===== src/hw/rtl/best_fit_block_allocator_core_macros.svh =====
// Assertion macros for the best-fit allocator.
// Included by the RTL files that carry concurrent checks; no other dependencies.
`ifndef BEST_FIT_BLOCK_ALLOCATOR_CORE_MACROS_SVH
`define BEST_FIT_BLOCK_ALLOCATOR_CORE_MACROS_SVH

// same-cycle implication
`define BFA_ASSERT_IMP(label, clk, rst_n, ante, cons) \
	label: assert property (@(posedge clk) disable iff (!rst_n) (ante) |-> (cons)) \
		else $error("bfa check failed");

// next-cycle implication
`define BFA_ASSERT_NXT(label, clk, rst_n, ante, cons) \
	label: assert property (@(posedge clk) disable iff (!rst_n) (ante) |=> (cons)) \
		else $error("bfa check failed");

`endif


===== src/hw/rtl/bfa_pkg.sv =====
// Shared types and constants of the best-fit allocator.
// No dependencies; used by the interfaces and by every module.
package bfa_pkg;

	localparam int MAX_BLOCKS_DEF = 16;
	localparam int BIU_W          = 5;
	localparam int IDX_W          = 4;
	localparam int AMT_W          = 32;
	localparam int STATUS_W       = 2;
	localparam int QUEUE_DEPTH    = 2;

	localparam logic [BIU_W-1:0] BIU_RESET = 5'd16;

	typedef enum logic [STATUS_W-1:0] {
		STATUS_LOADED  = 2'd0,
		STATUS_GRANTED = 2'd1,
		STATUS_REFUSED = 2'd2
	} status_t;

	typedef enum logic [1:0] {
		CMD_LOAD   = 2'd0, // write a capacity
		CMD_SKIP   = 2'd1, // load outside the table, answer only
		CMD_ALLOC  = 2'd2, // run a search
		CMD_REFUSE = 2'd3  // allocate with nothing to search
	} cmd_kind_t;

	typedef struct packed {
		cmd_kind_t              kind;
		logic [IDX_W-1:0]       index;
		logic [AMT_W-1:0]       amount;
		logic                   last;
		logic [BIU_W-1:0]       limit;
	} cmd_t;

endpackage


===== src/hw/rtl/bfa_item_if.sv =====
// Input channel of the best-fit allocator: valid/ready plus one request.
// Depends on bfa_pkg for field widths.
interface bfa_item_if;
	logic                        valid;
	logic                        ready;
	logic                        operation;
	logic [bfa_pkg::IDX_W-1:0]   load_index;
	logic [bfa_pkg::AMT_W-1:0]   amount;
	logic                        last_request;

	modport source(output valid, output operation, output load_index, output amount,
		output last_request, input ready);
	modport sink(input valid, input operation, input load_index, input amount,
		input last_request, output ready);
endinterface


===== src/hw/rtl/bfa_result_if.sv =====
// Result channel of the best-fit allocator: valid/ready plus one result.
// Depends on bfa_pkg for field widths.
interface bfa_result_if;
	logic                          valid;
	logic                          ready;
	logic [bfa_pkg::STATUS_W-1:0]  status;
	logic [bfa_pkg::IDX_W-1:0]     chosen_block;
	logic                          last_result;

	modport source(output valid, output status, output chosen_block, output last_result,
		input ready);
	modport sink(input valid, input status, input chosen_block, input last_result,
		output ready);
endinterface


===== src/hw/rtl/best_fit_block_allocator_core.sv =====
// Best-fit block allocator: front end, command queue, back end with table.
// Depends on bfa_pkg, bfa_item_if, bfa_result_if, bfa_front, bfa_queue, bfa_back.
//
// Usage:
//   item   - request channel (valid/ready). operation 0 loads amount into
//            entry load_index; operation 1 asks for amount from the best fit.
//   result - one result per request, in order: status loaded / allocated /
//            not allocated, chosen_block, and last_result echoing last_request.
//   cfg_we/cfg_wdata - writes blocks_in_use (the search limit saturates at
//            MAX_BLOCKS, at most 31); only while no request is in flight.
// Timing:
//   A load is written when the back end pops it and its result is registered;
//   loads stream at one per cycle while idle and while result.ready is high.
//   An allocate runs in the back end as pop, one table read per entry up to
//   the search limit, compare drain and write-back, which waits for a free
//   result register. The single table read port makes the scan sequential.
// Reset: queue and result register empty, blocks_in_use back to 16; table
//   contents are undefined until loaded.
// Stalls: the result register holds while result.ready is low; the queue
//   keeps accepting up to its depth, then item.ready drops.
module best_fit_block_allocator_core #(
	parameter int MAX_BLOCKS = bfa_pkg::MAX_BLOCKS_DEF
) (
	input  logic                        clk,
	input  logic                        arst_n,
	bfa_item_if.sink                    item,
	bfa_result_if.source                result,
	input  logic                        cfg_we,
	input  logic [bfa_pkg::BIU_W-1:0]   cfg_wdata
);

	// search width register
	logic [bfa_pkg::BIU_W-1:0] blocks_in_use_q;

	logic          push;
	bfa_pkg::cmd_t push_cmd;
	logic          pop;
	logic          queue_full;
	logic          queue_nonempty;
	bfa_pkg::cmd_t head_cmd;

	always_ff @(posedge clk or negedge arst_n) begin
		if (!arst_n) begin
			blocks_in_use_q <= bfa_pkg::BIU_RESET;
		end else if (cfg_we) begin
			blocks_in_use_q <= cfg_wdata;
		end
	end

	// classify requests, saturate the search limit
	bfa_front #(
		.MAX_BLOCKS(MAX_BLOCKS)
	) u_front (
		.item          (item),
		.blocks_in_use (blocks_in_use_q),
		.queue_full    (queue_full),
		.push          (push),
		.cmd           (push_cmd)
	);

	// decouples acceptance from the scan
	bfa_queue u_queue (
		.clk      (clk),
		.arst_n   (arst_n),
		.push     (push),
		.push_cmd (push_cmd),
		.pop      (pop),
		.full     (queue_full),
		.nonempty (queue_nonempty),
		.head     (head_cmd)
	);

	// table, scan and result register
	bfa_back #(
		.MAX_BLOCKS(MAX_BLOCKS)
	) u_back (
		.clk       (clk),
		.arst_n    (arst_n),
		.cmd_valid (queue_nonempty),
		.cmd       (head_cmd),
		.pop       (pop),
		.result    (result)
	);

endmodule


===== src/hw/rtl/bfa_front.sv =====
// Front end: accepts requests and turns them into queue commands.
// Depends on bfa_pkg and bfa_item_if.
module bfa_front #(
	parameter int MAX_BLOCKS = bfa_pkg::MAX_BLOCKS_DEF
) (
	bfa_item_if.sink                    item,
	input  logic [bfa_pkg::BIU_W-1:0]   blocks_in_use,
	input  logic                        queue_full,
	output logic                        push,
	output bfa_pkg::cmd_t               cmd
);

	localparam int SAT     = (MAX_BLOCKS < 31) ? MAX_BLOCKS : 31;
	localparam int IDX_LIM = (MAX_BLOCKS < 16) ? MAX_BLOCKS : 16;

	logic [bfa_pkg::BIU_W-1:0] limit;
	logic                      idx_ok;

	assign limit  = (blocks_in_use > bfa_pkg::BIU_W'(SAT)) ? bfa_pkg::BIU_W'(SAT)
		: blocks_in_use;
	assign idx_ok = ({1'b0, item.load_index} < (bfa_pkg::IDX_W + 1)'(IDX_LIM));

	assign item.ready = !queue_full;
	assign push       = item.valid && !queue_full;

	always_comb begin
		cmd.index  = item.load_index;
		cmd.amount = item.amount;
		cmd.last   = item.last_request;
		cmd.limit  = limit;
		if (!item.operation) begin
			cmd.kind = idx_ok ? bfa_pkg::CMD_LOAD : bfa_pkg::CMD_SKIP;
		end else begin
			cmd.kind = (limit == '0) ? bfa_pkg::CMD_REFUSE : bfa_pkg::CMD_ALLOC;
		end
	end

endmodule


===== src/hw/rtl/bfa_queue.sv =====
// Small command FIFO between front and back end.
// Depends on bfa_pkg.
module bfa_queue (
	input  logic            clk,
	input  logic            arst_n,
	input  logic            push,
	input  bfa_pkg::cmd_t   push_cmd,
	input  logic            pop,
	output logic            full,
	output logic            nonempty,
	output bfa_pkg::cmd_t   head
);

	localparam int DEPTH = bfa_pkg::QUEUE_DEPTH;
	localparam int PTR_W = (DEPTH > 1) ? $clog2(DEPTH) : 1;
	localparam int CNT_W = $clog2(DEPTH + 1);

	bfa_pkg::cmd_t     slots_q [DEPTH];
	logic [PTR_W-1:0]  wr_ptr_q;
	logic [PTR_W-1:0]  rd_ptr_q;
	logic [CNT_W-1:0]  count_q;

	assign full     = (count_q == CNT_W'(DEPTH));
	assign nonempty = (count_q != '0);
	assign head     = slots_q[rd_ptr_q];

	always_ff @(posedge clk) begin
		if (push) begin
			slots_q[wr_ptr_q] <= push_cmd;
		end
	end

	always_ff @(posedge clk or negedge arst_n) begin
		if (!arst_n) begin
			wr_ptr_q <= '0;
			rd_ptr_q <= '0;
			count_q  <= '0;
		end else begin
			if (push) begin
				wr_ptr_q <= (wr_ptr_q == PTR_W'(DEPTH - 1)) ? '0 : wr_ptr_q + 1'b1;
			end
			if (pop) begin
				rd_ptr_q <= (rd_ptr_q == PTR_W'(DEPTH - 1)) ? '0 : rd_ptr_q + 1'b1;
			end
			if (push && !pop) begin
				count_q <= count_q + 1'b1;
			end else if (pop && !push) begin
				count_q <= count_q - 1'b1;
			end
		end
	end

endmodule


===== src/hw/rtl/bfa_back.sv =====
// Back end: capacity table, sequential best-fit scan and result register.
// Depends on bfa_pkg, bfa_result_if and the assertion macro header.
`include "best_fit_block_allocator_core_macros.svh"

module bfa_back #(
	parameter int MAX_BLOCKS = bfa_pkg::MAX_BLOCKS_DEF
) (
	input  logic            clk,
	input  logic            arst_n,
	input  logic            cmd_valid,
	input  bfa_pkg::cmd_t   cmd,
	output logic            pop,
	bfa_result_if.source    result
);

	localparam int AW    = (MAX_BLOCKS > 1) ? $clog2(MAX_BLOCKS) : 1;
	localparam int CW    = bfa_pkg::BIU_W;
	localparam int AMT_W = bfa_pkg::AMT_W;

	typedef enum logic [1:0] {ST_IDLE, ST_SCAN, ST_DRAIN, ST_WRITE} state_t;

	logic [AMT_W-1:0]   mem [MAX_BLOCKS];

	state_t             state_q;
	logic [CW-1:0]      cnt_q;
	logic [CW-1:0]      limit_q;
	logic [AMT_W-1:0]   amt_q;
	logic               last_q;
	logic               found_q;
	logic [CW-1:0]      best_q;
	logic [AMT_W-1:0]   best_cap_q;
	logic               rd_vld_s1;
	logic [CW-1:0]      rd_idx_s1;
	logic [AMT_W-1:0]   rdata_s1;
	logic               res_valid_q;
	bfa_pkg::status_t   res_status_q;
	logic [bfa_pkg::IDX_W-1:0] res_block_q;
	logic               res_last_q;

	logic               res_free;
	logic               res_set;
	logic               alloc_pop;
	logic               mem_we;
	logic [AW-1:0]      mem_wa;
	logic [AMT_W-1:0]   mem_wd;
	logic               rd_en;
	logic [AW-1:0]      rd_addr;
	logic               better;

	logic [AW+bfa_pkg::IDX_W-1:0] ld_addr_ext;
	logic [AW+CW-1:0]             cnt_ext;
	logic [AW+CW-1:0]             best_ext;

	assign ld_addr_ext = (AW + bfa_pkg::IDX_W)'(cmd.index);
	assign cnt_ext     = (AW + CW)'(cnt_q);
	assign best_ext    = (AW + CW)'(best_q);
	assign rd_addr     = cnt_ext[AW-1:0];

	assign res_free  = !res_valid_q || result.ready;
	assign pop       = (state_q == ST_IDLE) && cmd_valid && res_free;
	assign alloc_pop = pop && (cmd.kind == bfa_pkg::CMD_ALLOC);
	// a new result is loaded when any non-allocate command is popped or by the end of a scan
	assign res_set   = (pop && !alloc_pop) || (state_q == ST_WRITE && res_free);
	assign rd_en     = (state_q == ST_SCAN);
	assign better    = rd_vld_s1 && (rdata_s1 >= amt_q) && (!found_q || rdata_s1 < best_cap_q);

	always_comb begin
		mem_we = 1'b0;
		mem_wa = ld_addr_ext[AW-1:0];
		mem_wd = cmd.amount;
		if (pop && cmd.kind == bfa_pkg::CMD_LOAD) begin
			mem_we = 1'b1;
		end else if (state_q == ST_WRITE && found_q && res_free) begin
			mem_we = 1'b1;
			mem_wa = best_ext[AW-1:0];
			mem_wd = best_cap_q - amt_q;
		end
	end

	// single-port table, registered read
	always_ff @(posedge clk) begin
		if (mem_we) begin
			mem[mem_wa] <= mem_wd;
		end
		if (rd_en) begin
			rdata_s1 <= mem[rd_addr];
		end
	end

	always_ff @(posedge clk or negedge arst_n) begin
		if (!arst_n) begin
			state_q     <= ST_IDLE;
			cnt_q       <= '0;
			found_q     <= 1'b0;
			rd_vld_s1   <= 1'b0;
			res_valid_q <= 1'b0;
		end else begin
			if (res_set) begin
				res_valid_q <= 1'b1;
			end else if (result.ready) begin
				res_valid_q <= 1'b0;
			end
			rd_vld_s1 <= rd_en;
			rd_idx_s1 <= cnt_q;
			if (better) begin
				found_q    <= 1'b1;
				best_q     <= rd_idx_s1;
				best_cap_q <= rdata_s1;
			end
			case (state_q)
				ST_IDLE: begin
					if (pop) begin
						case (cmd.kind)
							bfa_pkg::CMD_ALLOC: begin
								state_q <= ST_SCAN;
								cnt_q   <= '0;
								limit_q <= cmd.limit;
								amt_q   <= cmd.amount;
								last_q  <= cmd.last;
								found_q <= 1'b0;
							end
							bfa_pkg::CMD_REFUSE: begin
								res_status_q <= bfa_pkg::STATUS_REFUSED;
								res_block_q  <= '0;
								res_last_q   <= cmd.last;
							end
							default: begin
								res_status_q <= bfa_pkg::STATUS_LOADED;
								res_block_q  <= '0;
								res_last_q   <= cmd.last;
							end
						endcase
					end
				end
				ST_SCAN: begin
					cnt_q <= cnt_q + 1'b1;
					if (cnt_q == limit_q - 1'b1) begin
						state_q <= ST_DRAIN;
					end
				end
				ST_DRAIN: begin
					state_q <= ST_WRITE;
				end
				ST_WRITE: begin
					if (res_free) begin
						res_status_q <= found_q ? bfa_pkg::STATUS_GRANTED
							: bfa_pkg::STATUS_REFUSED;
						res_block_q  <= found_q ? best_q[bfa_pkg::IDX_W-1:0] : '0;
						res_last_q   <= last_q;
						state_q      <= ST_IDLE;
					end
				end
				default: begin
					state_q <= ST_IDLE;
				end
			endcase
		end
	end

	assign result.valid        = res_valid_q;
	assign result.status       = res_status_q;
	assign result.chosen_block = res_block_q;
	assign result.last_result  = res_last_q;

	`BFA_ASSERT_IMP(a_no_rw_clash, clk, arst_n, mem_we, !rd_en)
	`BFA_ASSERT_IMP(a_scan_bound, clk, arst_n, state_q == ST_SCAN, cnt_q < limit_q)
	`BFA_ASSERT_IMP(a_grant_fits, clk, arst_n, state_q == ST_WRITE && found_q, best_cap_q >= amt_q)
	`BFA_ASSERT_NXT(a_alloc_start, clk, arst_n, alloc_pop, state_q == ST_SCAN && cnt_q == '0)

endmodule

===== src/flat_wrapper.sv =====
// flat-port wrapper written by rule: the top's interface ports become plain ports
module best_fit_block_allocator_core_flat 
#(
	parameter int MAX_BLOCKS = bfa_pkg::MAX_BLOCKS_DEF
)
  (clk, arst_n, cfg_we, cfg_wdata, item_valid, item_operation, item_load_index, item_amount, item_last_request, item_ready, result_valid, result_status, result_chosen_block, result_last_result, result_ready);
  bfa_item_if item_i ();
  bfa_result_if result_i ();
  input  logic clk;
  input  logic arst_n;
  input  logic cfg_we;
  input  logic [bfa_pkg::BIU_W-1:0] cfg_wdata;
  input wire logic [$bits(item_i.valid)-1:0] item_valid;
  input wire logic [$bits(item_i.operation)-1:0] item_operation;
  input wire logic [$bits(item_i.load_index)-1:0] item_load_index;
  input wire logic [$bits(item_i.amount)-1:0] item_amount;
  input wire logic [$bits(item_i.last_request)-1:0] item_last_request;
  output wire logic [$bits(item_i.ready)-1:0] item_ready;
  output wire logic [$bits(result_i.valid)-1:0] result_valid;
  output wire logic [$bits(result_i.status)-1:0] result_status;
  output wire logic [$bits(result_i.chosen_block)-1:0] result_chosen_block;
  output wire logic [$bits(result_i.last_result)-1:0] result_last_result;
  input wire logic [$bits(result_i.ready)-1:0] result_ready;
  assign item_i.valid = item_valid;
  assign item_i.operation = item_operation;
  assign item_i.load_index = item_load_index;
  assign item_i.amount = item_amount;
  assign item_i.last_request = item_last_request;
  assign item_ready = item_i.ready;
  assign result_valid = result_i.valid;
  assign result_status = result_i.status;
  assign result_chosen_block = result_i.chosen_block;
  assign result_last_result = result_i.last_result;
  assign result_i.ready = result_ready;
  best_fit_block_allocator_core #(.MAX_BLOCKS(MAX_BLOCKS)) u_core (.clk(clk), .arst_n(arst_n), .item(item_i), .result(result_i), .cfg_we(cfg_we), .cfg_wdata(cfg_wdata));
endmodule

===== config.mk =====
export PLATFORM = sky130hd
export DESIGN_NAME = best_fit_block_allocator_core_flat
export DESIGN_NICKNAME = d
export VERILOG_FILES = /design/src/hw/rtl/bfa_pkg.sv /design/src/hw/rtl/bfa_item_if.sv /design/src/hw/rtl/bfa_result_if.sv /design/src/hw/rtl/best_fit_block_allocator_core.sv /design/src/hw/rtl/bfa_front.sv /design/src/hw/rtl/bfa_queue.sv /design/src/hw/rtl/bfa_back.sv /design/src/flat_wrapper.sv
export VERILOG_INCLUDE_DIRS = /design/src /design/src/hw/rtl
export SDC_FILE = /design/constraint.sdc
export NUM_CORES = 1
export LEC_CHECK = 0
export BUFFER_PORTS_ARGS = -buffer_cell sky130_fd_sc_hd__buf_2
export CAP_MARGIN = 20
export CORE_AREA = 3 3 301 303
export DETAILED_ROUTE_END_ITERATION = 12
export DIE_AREA = 0 0 304 306
export HOLD_SLACK_MARGIN = 0.1
export PLACE_DENSITY = 0.52
export RECOVER_POWER = 25
export SETUP_SLACK_MARGIN = 0.5
export SYNTH_ARGS = -nofsm -noshare
export SYNTH_HDL_FRONTEND = slang
export SYNTH_SLANG_ARGS = --single-unit
export TNS_END_PERCENT = 10

===== constraint.sdc =====
create_clock -name clk -period 5 [get_ports clk]
set_clock_uncertainty 0.05 [all_clocks]
set_input_delay 1 -clock clk [delete_from_list [all_inputs] [get_ports clk]]
set_output_delay 1 -clock clk [all_outputs]
set_load 0.02 [all_outputs]

==> results.json, run 1 <==
{
  "dr.pass1.iters": 5,
  "num_antenna_cells": 0,
  "gr-total-overflow": 0,
  "synth_top_area_share_pct": 70.1,
  "crit_buf_inv": 3,
  "cp_data_required_time_ns": 5.19,
  "nets": 1932,
  "hold_start": "u_core.u_back.rd_idx_s1[0]",
  "p_total_mw": 20.8,
  "start_util_pct": 34.8,
  "dp_hpwl_um": 44500,
  "fin_tns_setup_ns": 0,
  "avgRoutedWirePerCell_um": 24.1,
  "core_sq_um": 88200,
  "yosys_register_bits": 736,
  "hold_path_class": "flip-flop to flip-flop",
  "cts_resized": 0,
  "crit_chain": "inv_1, ha_1, inv_1, or3_1, or2_1, and2_0, buf_4, nor2_1, a21oi_1",
  "rr_startpoint": "u_core.u_back.state_q[0]",
  "crit_type": "flip-flop to flip-flop",
  "maxSlewViolCount": 180,
  "die_w_um": 304,
  "path_clk_slew_ns": 0.06,
  "chipHeight_um": 306,
  "cpMostUsedCell": "inv_1",
  "grt_util_all_layers_pct": 15.6,
  "gp_congestion": 0.856,
  "violations": "max-capacitance violations, max-slew violations",
  "synth_top_family_by_area": "multiplexers",
  "cts_num_sinks": 736,
  "synth_edf_count": 717,
  "critPathMaxFanout": 30,
  "cts_setup_buffers": 0,
  "grt_pass1_vias": 16400,
  "synthSimpleGateAreaFrac_pct": 3.37,
  "insertion_delay_ns": 0.62,
  "cts_tree": "done",
  "synthXorXnorAreaFrac_pct": 1.11,
  "setup_viol": 0,
  "max_stage_delay_ns": 1.01,
  "synth_warnings": 0,
  "fillers": 7936,
  "holdWs_ns": 0.367,
  "drtIter0Drc": 1173,
  "clock_path_buffers": 3,
  "grt_max_degree": 65,
  "cts_root_buffer": "clkbuf_16",
  "ioPinCount": 57,
  "antenna_left": 0,
  "final_cells": 3005,
  "routed_wl_um": 72300,
  "syn_inst": 1642,
  "cap_violations": 7,
  "grt_setup_unrepaired": "no",
  "antenna_found_initial": 0,
  "num_rows": 109,
  "synth-main-ff-cell": "edfxtp_1",
  "relSlewSlack_pct": -117,
  "place_inst": 2858,
  "crit_path_top_delay_cell": "and2_0",
  "critPathLaunch": "u_core.u_back.state_q[0]",
  "ys_seq_area_share_pct": 71.7,
  "synth.area.top_cells": "edfxtp_1 70%, mux4_2 12%, ha_1 4.2%",
  "synthToLayoutAreaGrowth_pct": 15.1,
  "synth_compound_area_share_pct": 4.16,
  "critPathArrivalTime_ns": 4.35,
  "hold_viol_final": 0,
  "worstMarginPinSlew_ns": 3.26,
  "max_freq_ghz": 0.241,
  "startpoint_type": "flip-flop",
  "cts_htree_levels": 3,
  "powerDensity_nw_per_um2": 588,
  "dieArea_sq_um": 93000,
  "drc": 0,
  "synth-adder-area-share_pct": 4.22,
  "vias_per_cell": 5.14,
  "syn_area_sq_um": 30700,
  "synth_area_per_cell_sq_um": 18.7,
  "fin_crit_ns": 4.16,
  "status": "finished with violations",
  "irDropWorstVdd_mv": 0.278,
  "period_share_pct": 83.1,
  "drive_gt1_share_pct": 20.9,
  "synth_nets": 1793,
  "synth_top_cell_by_area": "edfxtp_1",
  "ys_types": 59,
  "cts_hold_buf": 0,
  "synthMuxAreaShare_pct": 13.6,
  "grt_pass1_wl_um": 108000,
  "cts_buffers": 78,
  "port_buffers": 56,
  "critical-path-top-delay-family": "simple AND/OR/NAND/NOR gates",
  "power_leakage_nw": 11.9,
  "async_flop_share_pct": 2.58,
  "num_vias": 15400,
  "end_kind": "flip-flop"
}
cell type report:
type	count	area, sq um	share of cell area (%)
clock buffers	94	2110	5.96
clock inverters	45	455	1.29
inverters	82	308	0.871
multi-input cells	767	8200	23.2
flip-flops and latches	736	22000	62.3
well taps	1165	1460	4.12
repair buffers	116	805	2.28
metrics by stage:
| stage | area, sq um | util (%) | setup slack, ns |
|---|---|---|---|
| 5_1_grt | 35300 | 40.1 | 0.489 |
| 3_3_place_gp | 32800 | 37.1 | 0.968 |
| 6_report | 35300 | 40.1 | 0.845 |
| 2_1_floorplan | 30700 | - | -0.0885 |
| 3_5_place_dp | 32800 | 37.2 | 0.838 |
| 4_1_cts | 35300 | 40.1 | 1.12 |
Yosys cell counts, drive strengths merged (10+ instances only):
cell	instances
edfxtp	717
mux4	160
ha	102
a21oi	83
inv	82
nor2	62
mux2	46
nand2	41
o21ai	38
a21o	31
clkbuf	29
buf	28
nor3	21
xnor2	20
xor2	19
dfrtp	18
nand3	16
and3	14
nand4	12
nor2b	12
nand2b	10
cell usage in the layout, fill, tap and decap left out, drive strengths merged, types with 3 or more instances in the layout:
cell type	instances
a41oi	3
mux4	160
mux2i	6
ha	102
clkbuf	141
nand3	16
inv	84
nand2b	10
o2111ai	5
nor2	62
nand3b	3
a31oi	5
o31ai	4
bufinv	9
dfrtp	18
nand4	12
o21ai	38
nor3	21
clkinv	32
o211ai	9
edfxtp	717
o21bai	3
a211oi	5
xnor2	20
and2	6
or2	4
a21o	31
nor2b	12
a21oi	83
a21boi	3
buf	69
nand2	41
mux2	46
o21a	4
and3	14
or3	3
xor2	19
worst paths after layout:
path                                             to  slack [ns]  depth (start not counted)
max in group asynchronous   u_core.u_queue.rd_ptr_q        2.99                          2
min in group asynchronous    u_core.u_back.cnt_q[1]        0.96                          2
max reg2reg                u_core.u_back.mem[7][24]        0.84                          9
min reg2reg                 u_core.u_back.best_q[0]        0.37                          0
min                         u_core.u_back.best_q[0]        0.37                          0
max                        u_core.u_back.mem[7][24]        0.84                          9
per-layer routing:
| metal | GRT usage (%) | share of wire, % |
|---|---|---|
| met2 | 25.5 | 48 |
| met4 | 4.07 | 1.8 |
| met3 | 2.51 | 4.6 |
| met1 | 21.8 | 45 |
| met5 | 0 | 0 |
flip-flops by register name, summed over array words and instances (netlist names), 2 cells and up:
register	count
u_core.blocks_in_use_q	5
u_core.u_back.amt_q	32
u_core.u_back.best_cap_q	32
u_core.u_back.best_q	4
u_core.u_back.cnt_q	5
u_core.u_back.limit_q	5
u_core.u_back.mem	512
u_core.u_back.rd_idx_s1	4
u_core.u_back.rdata_s1	32
u_core.u_back.result.chosen_block	4
u_core.u_back.result.status	2
u_core.u_back.state_q	2
u_core.u_queue.count_q	2
u_core.u_queue.slots_q	88
power breakdown:
part / leakage (nW) / total [mW] / switching [mW] / internal [mW]
registers: 6.72 / 9.23 / 0.567 / 8.66
logic: 3.88 / 5.78 / 3.44 / 2.33
clock network: 1.25 / 5.77 / 2.31 / 3.46
total: 11.9 / 20.8 / 6.32 / 14.4
kinds of logic after synthesis:
family,count (synthesis)
flip-flops,736
adder cells (fa/ha/maj),103
AO/OA/AOI/OAI,203
buffers and inverters,139
AND/OR/NAND/NOR,210
XOR/XNOR,39
multiplexers,212
(Power assumes the default switching activity.)
==> inputs of run 2 (changes only) <==
- clock period: 5 -> 3.35 ns (I/O delays scaled with it)
==> run 2 against run 1 <==
Compared with the run above:
- the run still ends with max-capacitance violations, max-slew violations left
- power increased by 57%
- combinational power increased by 80%
- critical endpoint is now u_core.u_back.mem[12][2]
- sequential power increased by 47%
- die area unchanged
- via count increased by 4.4%
==> results.json, run 2 (synthesis gave the netlist of run 1 again) <==
{
  "status": "finished with violations",
  "violations": "max-capacitance violations, max-slew violations",
  "end_kind": "flip-flop",
  "fillers": 7684,
  "drtIter0Drc": 1379,
  "startpoint_type": "flip-flop",
  "gp_congestion": 0.884,
  "hold_path_class": "input pin to flip-flop",
  "vias_per_cell": 5.16,
  "cts_num_sinks": 736,
  "cts_htree_levels": 3,
  "place_inst": 2908,
  "drc": 0,
  "largest_register_ffs": 512,
  "period_share_pct": 95.3,
  "hold_viol_final": 0,
  "grt_setup_unrepaired": "yes",
  "grt_max_degree": 46,
  "die_w_um": 304,
  "powerDensity_nw_per_um2": 872,
  "num_rows": 109,
  "start_util_pct": 34.8,
  "critical-path-top-delay-family": "simple AND/OR/NAND/NOR gates",
  "critPathMaxFanout": 16,
  "num_vias": 16100,
  "core_sq_um": 88200,
  "regArea_sq_um": 22000,
  "final_cells": 3126,
  "antenna_left": 0,
  "ioPinCount": 57,
  "setup_viol": 0,
  "drive_gt1_share_pct": 28.1,
  "dp_hpwl_um": 47200,
  "worstMarginPinSlew_ns": 2.12,
  "top_regs": "u_core.u_back.mem (512), u_core.u_queue.slots_q (88)",
  "gr-total-overflow": 0,
  "max_freq_ghz": 0.313,
  "fin_crit_ns": 3.19,
  "path_clk_slew_ns": 0.06,
  "crit_buf_inv": 7,
  "avgRoutedWirePerCell_um": 24.8,
  "dieArea_sq_um": 93000,
  "synthToLayoutAreaGrowth_pct": 21.7,
  "antenna_found_initial": 3,
  "routed_wl_um": 77500,
  "dr.pass1.iters": 7,
  "power_leakage_nw": 12.7,
  "final_common_cell": "edfxtp_1",
  "relSlewSlack_pct": -41.6,
  "grt_pass1_vias": 16600,
  "cp_data_required_time_ns": 3.60,
  "crit_type": "flip-flop to flip-flop",
  "critPathArrivalTime_ns": 3.45,
  "final_util_pct": 42.3,
  "multi_input_area_sq_um": 8710,
  "cts_tree": "done",
  "crit_path_top_delay_cell": "dfrtp_1",
  "chipHeight_um": 306,
  "clock_path_buffers": 3,
  "largest_register": "u_core.u_back.mem",
  "nets": 2052,
  "cts_root_buffer": "clkbuf_16",
  "port_buffers": 56,
  "insertion_delay_ns": 0.61,
  "crit_chain": "inv_1, ha_1, inv_2, or3_1, or2_0, buf_6, nand2_8, nor2_4, a21o_4, buf_12, buf_6, nor3_4, buf_12, clkbuf_16",
  "cts_buffers": 79,
  "max_stage_delay_ns": 0.38,
  "maxSlewViolCount": 58,
  "irDropWorstVdd_mv": 0.496,
  "grt_util_all_layers_pct": 16.0,
  "cap_violations": 2,
  "grt_pass1_wl_um": 111000,
  "final_cell_mix": "717 x edfxtp_1, 160 x mux4_2, 94 x ha_1, 94 x clkbuf_16, 93 x buf_4"
}
[run 2: changes by cell type in the layout (fill, tap and decap cells not counted), sizes merged]
cell,before,now
bufinv,9,7
and3,14,15
clkbuf,141,163
bufbuf,0,1
diode,0,1
dlygate4sd3,0,1
clkinv,32,28
buf,69,170
[run 2: power breakdown]
group          total [mW]  internal [mW]  leakage [nW]  switching (mW)
clock network        8.52           5.04          1.22            3.47
registers            13.6           12.9          6.72           0.708
logic                10.4           4.45          4.75            6.00
total                32.6           22.4          12.7            10.2
[run 2: path summary, 6_finish.rpt]
path,startpoint,end,slack (ns),depth (start not counted)
max,u_core.u_back.state_q[1],u_core.u_back.mem[12][2],0.16,14
min,item_amount[23],u_core.u_queue.slots_q[0][29],0.20,1
max reg2reg,u_core.u_back.state_q[1],u_core.u_back.mem[12][2],0.16,14
min reg2reg,u_core.u_back.rd_idx_s1[2],u_core.u_back.best_q[2],0.37,0
max in group asynchronous,arst_n,u_core.u_back.found_q,1.37,3
min in group asynchronous,arst_n,u_core.u_back.state_q[0],0.75,2
[run 2: worst reg2reg max path, delay by kind of cell (launching register included)]
kind / cells / cell delay, ns
AND/OR/NAND/NOR: 5 / 1.05
flip-flops: 1 / 0.38
AO/OA/AOI/OAI: 1 / 0.21
buffers and inverters: 7 / 0.95
adder cells (fa/ha/maj): 1 / 0.25
[run 2: timing repair]
| item | 4_1_cts | 5_1_grt |
|---|---|---|
| endpoints found under the hold margin | 12 | 0 |
| endpoints found under the setup margin | 962 | 895 |
| gates cloned | 4 | 13 |
| hold buffers | 1 | 0 |
| buffers inserted | 19 | 38 |
| pin swaps | 27 | 13 |
| gates resized for setup | 60 | 51 |
[run 2: layout make-up]
cell class	instances	share of cell area, %
Multi-Input combinational cell	768	23.3
Sequential cell	736	58.9
Inverter	82	0.824
Tap cell	1165	3.90
Timing Repair Buffer	234	6.30
Clock inverter	39	0.998
Antenna cell	1	0.00670
Clock buffer	101	5.74
[run 2: layer usage]
layer | track usage (%) | part of all wire (%) | vias up
met5 | 0 | 0 | -
met3 | 2.48 | 5.1 | 117
met2 | 25.1 | 47 | 456
met4 | 5.25 | 2.7 | 0
met1 | 22.9 | 45 | 8400
li1 | - | - | 7143
[run 2: stage by stage]
stage / worst slack [ns] / hold WS [ns] / total power [mW] / area (sq um) / setup TNS, ns
3_5_place_dp: -0.487 / 0.355 / 23.4 / 33600 / -19.88
4_1_cts: 0.195 / 0.153 / 32.5 / 36700 / 0
5_1_grt: 0.0562 / 0.173 / 34.2 / 37400 / 0
2_1_floorplan: 0.000351 / 0.324 / 19.4 / 30900 / 0
6_report: 0.158 / 0.203 / 32.6 / 37400 / 0
3_3_place_gp: -0.184 / 0.353 / 23.2 / 33600 / -7.65
==> inputs of run 3 (changes only) <==
- CTS_BUF_LIST: unset -> sky130_fd_sc_hd__clkbuf_16
- SETUP_SLACK_MARGIN: 0.5 -> unset
==> run 3 against run 2 <==
Compared with the run above:
- the flow still finishes with violations (max-capacitance violations, max-slew violations)
- cell area decreased by 3.3%
- first-iteration DRC count fell by 15%
- non-clock buffer count is 56 lower
- flip-flop and latch count stayed put
- combinational power is 9% lower
- sequential share of layout area is 2.0 points higher
- global-route usage shrank 0.75 points
- clock power is 2.8% lower
- sequential power barely moved
==> results.json, run 3 (synthesis gave the netlist of run 1 again) <==
{
  "rr_startpoint": "u_core.u_back.best_cap_q[11]",
  "critPathArrivalTime_ns": 3.48,
  "hold_viol_final": 0,
  "end_kind": "flip-flop",
  "drtIter0Drc": 1176,
  "fillers": 7873,
  "vias_per_cell": 5.10,
  "drc": 0,
  "startpoint_type": "flip-flop",
  "finalInstanceArea_sq_um": 36100,
  "cap_violations": 1,
  "port_buffers": 56,
  "setup_viol": 0,
  "largest_register": "u_core.u_back.mem",
  "top_regs": "u_core.u_back.mem (512), u_core.u_queue.slots_q (88)",
  "critPathMaxFanout": 16,
  "hold_path_class": "input pin to flip-flop",
  "nets": 1994,
  "num_antenna_cells": 0,
  "num_rows": 109,
  "chipHeight_um": 306,
  "gp_congestion": 0.893,
  "fin_tns_setup_ns": 0,
  "largest_register_ffs": 512,
  "num_vias": 15600,
  "grt_max_degree": 55,
  "holdWs_ns": 0.198,
  "die_w_um": 304,
  "powerDensity_nw_per_um2": 866,
  "maxSlewViolCount": 37,
  "cts_root_buffer": "clkbuf_16",
  "period_share_pct": 95.3,
  "core_sq_um": 88200,
  "path_clk_slew_ns": 0.06,
  "gr-total-overflow": 0,
  "fin_crit_ns": 3.19,
  "final_common_cell": "edfxtp_1",
  "setup_slack_ns": 0.158,
  "dp_hpwl_um": 45600,
  "clock_path_buffers": 3,
  "grt_pass1_wl_um": 107000,
  "cts_num_sinks": 736,
  "crit_type": "flip-flop to flip-flop",
  "grt_pass1_vias": 16500,
  "cts_htree_levels": 3,
  "cts_tree": "done",
  "start_util_pct": 34.8,
  "avgRoutedWirePerCell_um": 23.1,
  "max_freq_ghz": 0.313,
  "drive_gt1_share_pct": 24.7,
  "insertion_delay_ns": 0.61,
  "grt_setup_unrepaired": "no",
  "critPathLaunch": "u_core.u_back.best_cap_q[11]",
  "status": "finished with violations",
  "synthToLayoutAreaGrowth_pct": 17.7,
  "power_leakage_nw": 12.3,
  "routed_wl_um": 71000,
  "dieArea_sq_um": 93000,
  "grt_util_all_layers_pct": 15.2,
  "dr.pass1.iters": 7,
  "ioPinCount": 57,
  "cp_data_required_time_ns": 3.64,
  "final_cell_mix": "717 x edfxtp_1, 160 x mux4_2, 102 x ha_1",
  "antenna_found_initial": 1,
  "relSlewSlack_pct": -17.4,
  "antenna_left": 0,
  "cts_buffers": 78,
  "hold_start": "item_amount[21]",
  "irDropWorstVdd_mv": 0.410,
  "worstMarginPinSlew_ns": 1.76,
  "place_area_sq_um": 33600,
  "violations": "max-capacitance violations, max-slew violations",
  "final_util_pct": 40.9,
  "dp_slack_ns": -0.460
}
-- run 3: report_power, final --
part	internal (mW)	leakage [nW]	switching [mW]
sequential	12.9	6.72	0.626
combinational	3.84	4.32	5.63
clock	4.80	1.27	3.48
total	21.6	12.3	9.74
-- run 3: path summary, 6_finish.rpt --
check                                                     end  slack [ns]  cells past startpoint
worst min register to register        u_core.u_back.best_q[0]        0.37                      0
max in group asynchronous             u_core.u_queue.wr_ptr_q        1.52                      3
min in group asynchronous              u_core.u_back.cnt_q[4]        0.76                      2
worst max-delay path                 u_core.u_back.mem[2][25]        0.16                     11
worst max register to register       u_core.u_back.mem[2][25]        0.16                     11
worst min-delay path            u_core.u_queue.slots_q[0][27]        0.20                      1
-- run 3: what timing repair did --
item / 4_1_cts / 5_1_grt
resized for setup: 11 / 8
cloned: 0 / 0
hold buffers: 1 / 0
pin swaps: 1 / 6
setup buffers: 0 / 4
endpoints found under the hold margin: 10 / 0
endpoints found under the setup margin: 96 / 144
-- run 3: layout make-up --
cell class	count	area, sq um	area share [%]
Sequential cell	736	22000	60.9
Inverter	82	308	0.852
Multi-Input combinational cell	767	8450	23.4
Clock buffer	80	2000	5.54
Clock inverter	62	464	1.28
Tap cell	1165	1460	4.03
Timing Repair Buffer	178	1440	3.98
-- run 3: through the flow --
| step | power [mW] | cells |
|---|---|---|
| detailed placement | 23.2 | 2922 |
| finish | 31.3 | 3070 |
| global placement | 23.0 | 2922 |
| CTS | 31.7 | 3065 |
| global route | 32.9 | 3070 |
| floorplan | 19.4 | 1642 |
-- run 3: metal layers --
layer	track usage [%]	routed length (um)
met1	21.6	32700
met2	24.3	33400
met3	2.42	3280
met4	4.78	1670
met5	0	0
-- run 3: critical path, stage by stage (launching register included) --
cell and delay (ns):
edfxtp_1 0.40, ha_1 0.36, buf_4 0.18, a21oi_4 0.19, a21boi_0 0.11, a311o_1 0.38
o2111ai_4 0.29, nand2_4 0.13, a41oi_4 0.30, xor2_1 0.22, a21oi_2 0.11, buf_4 0.20
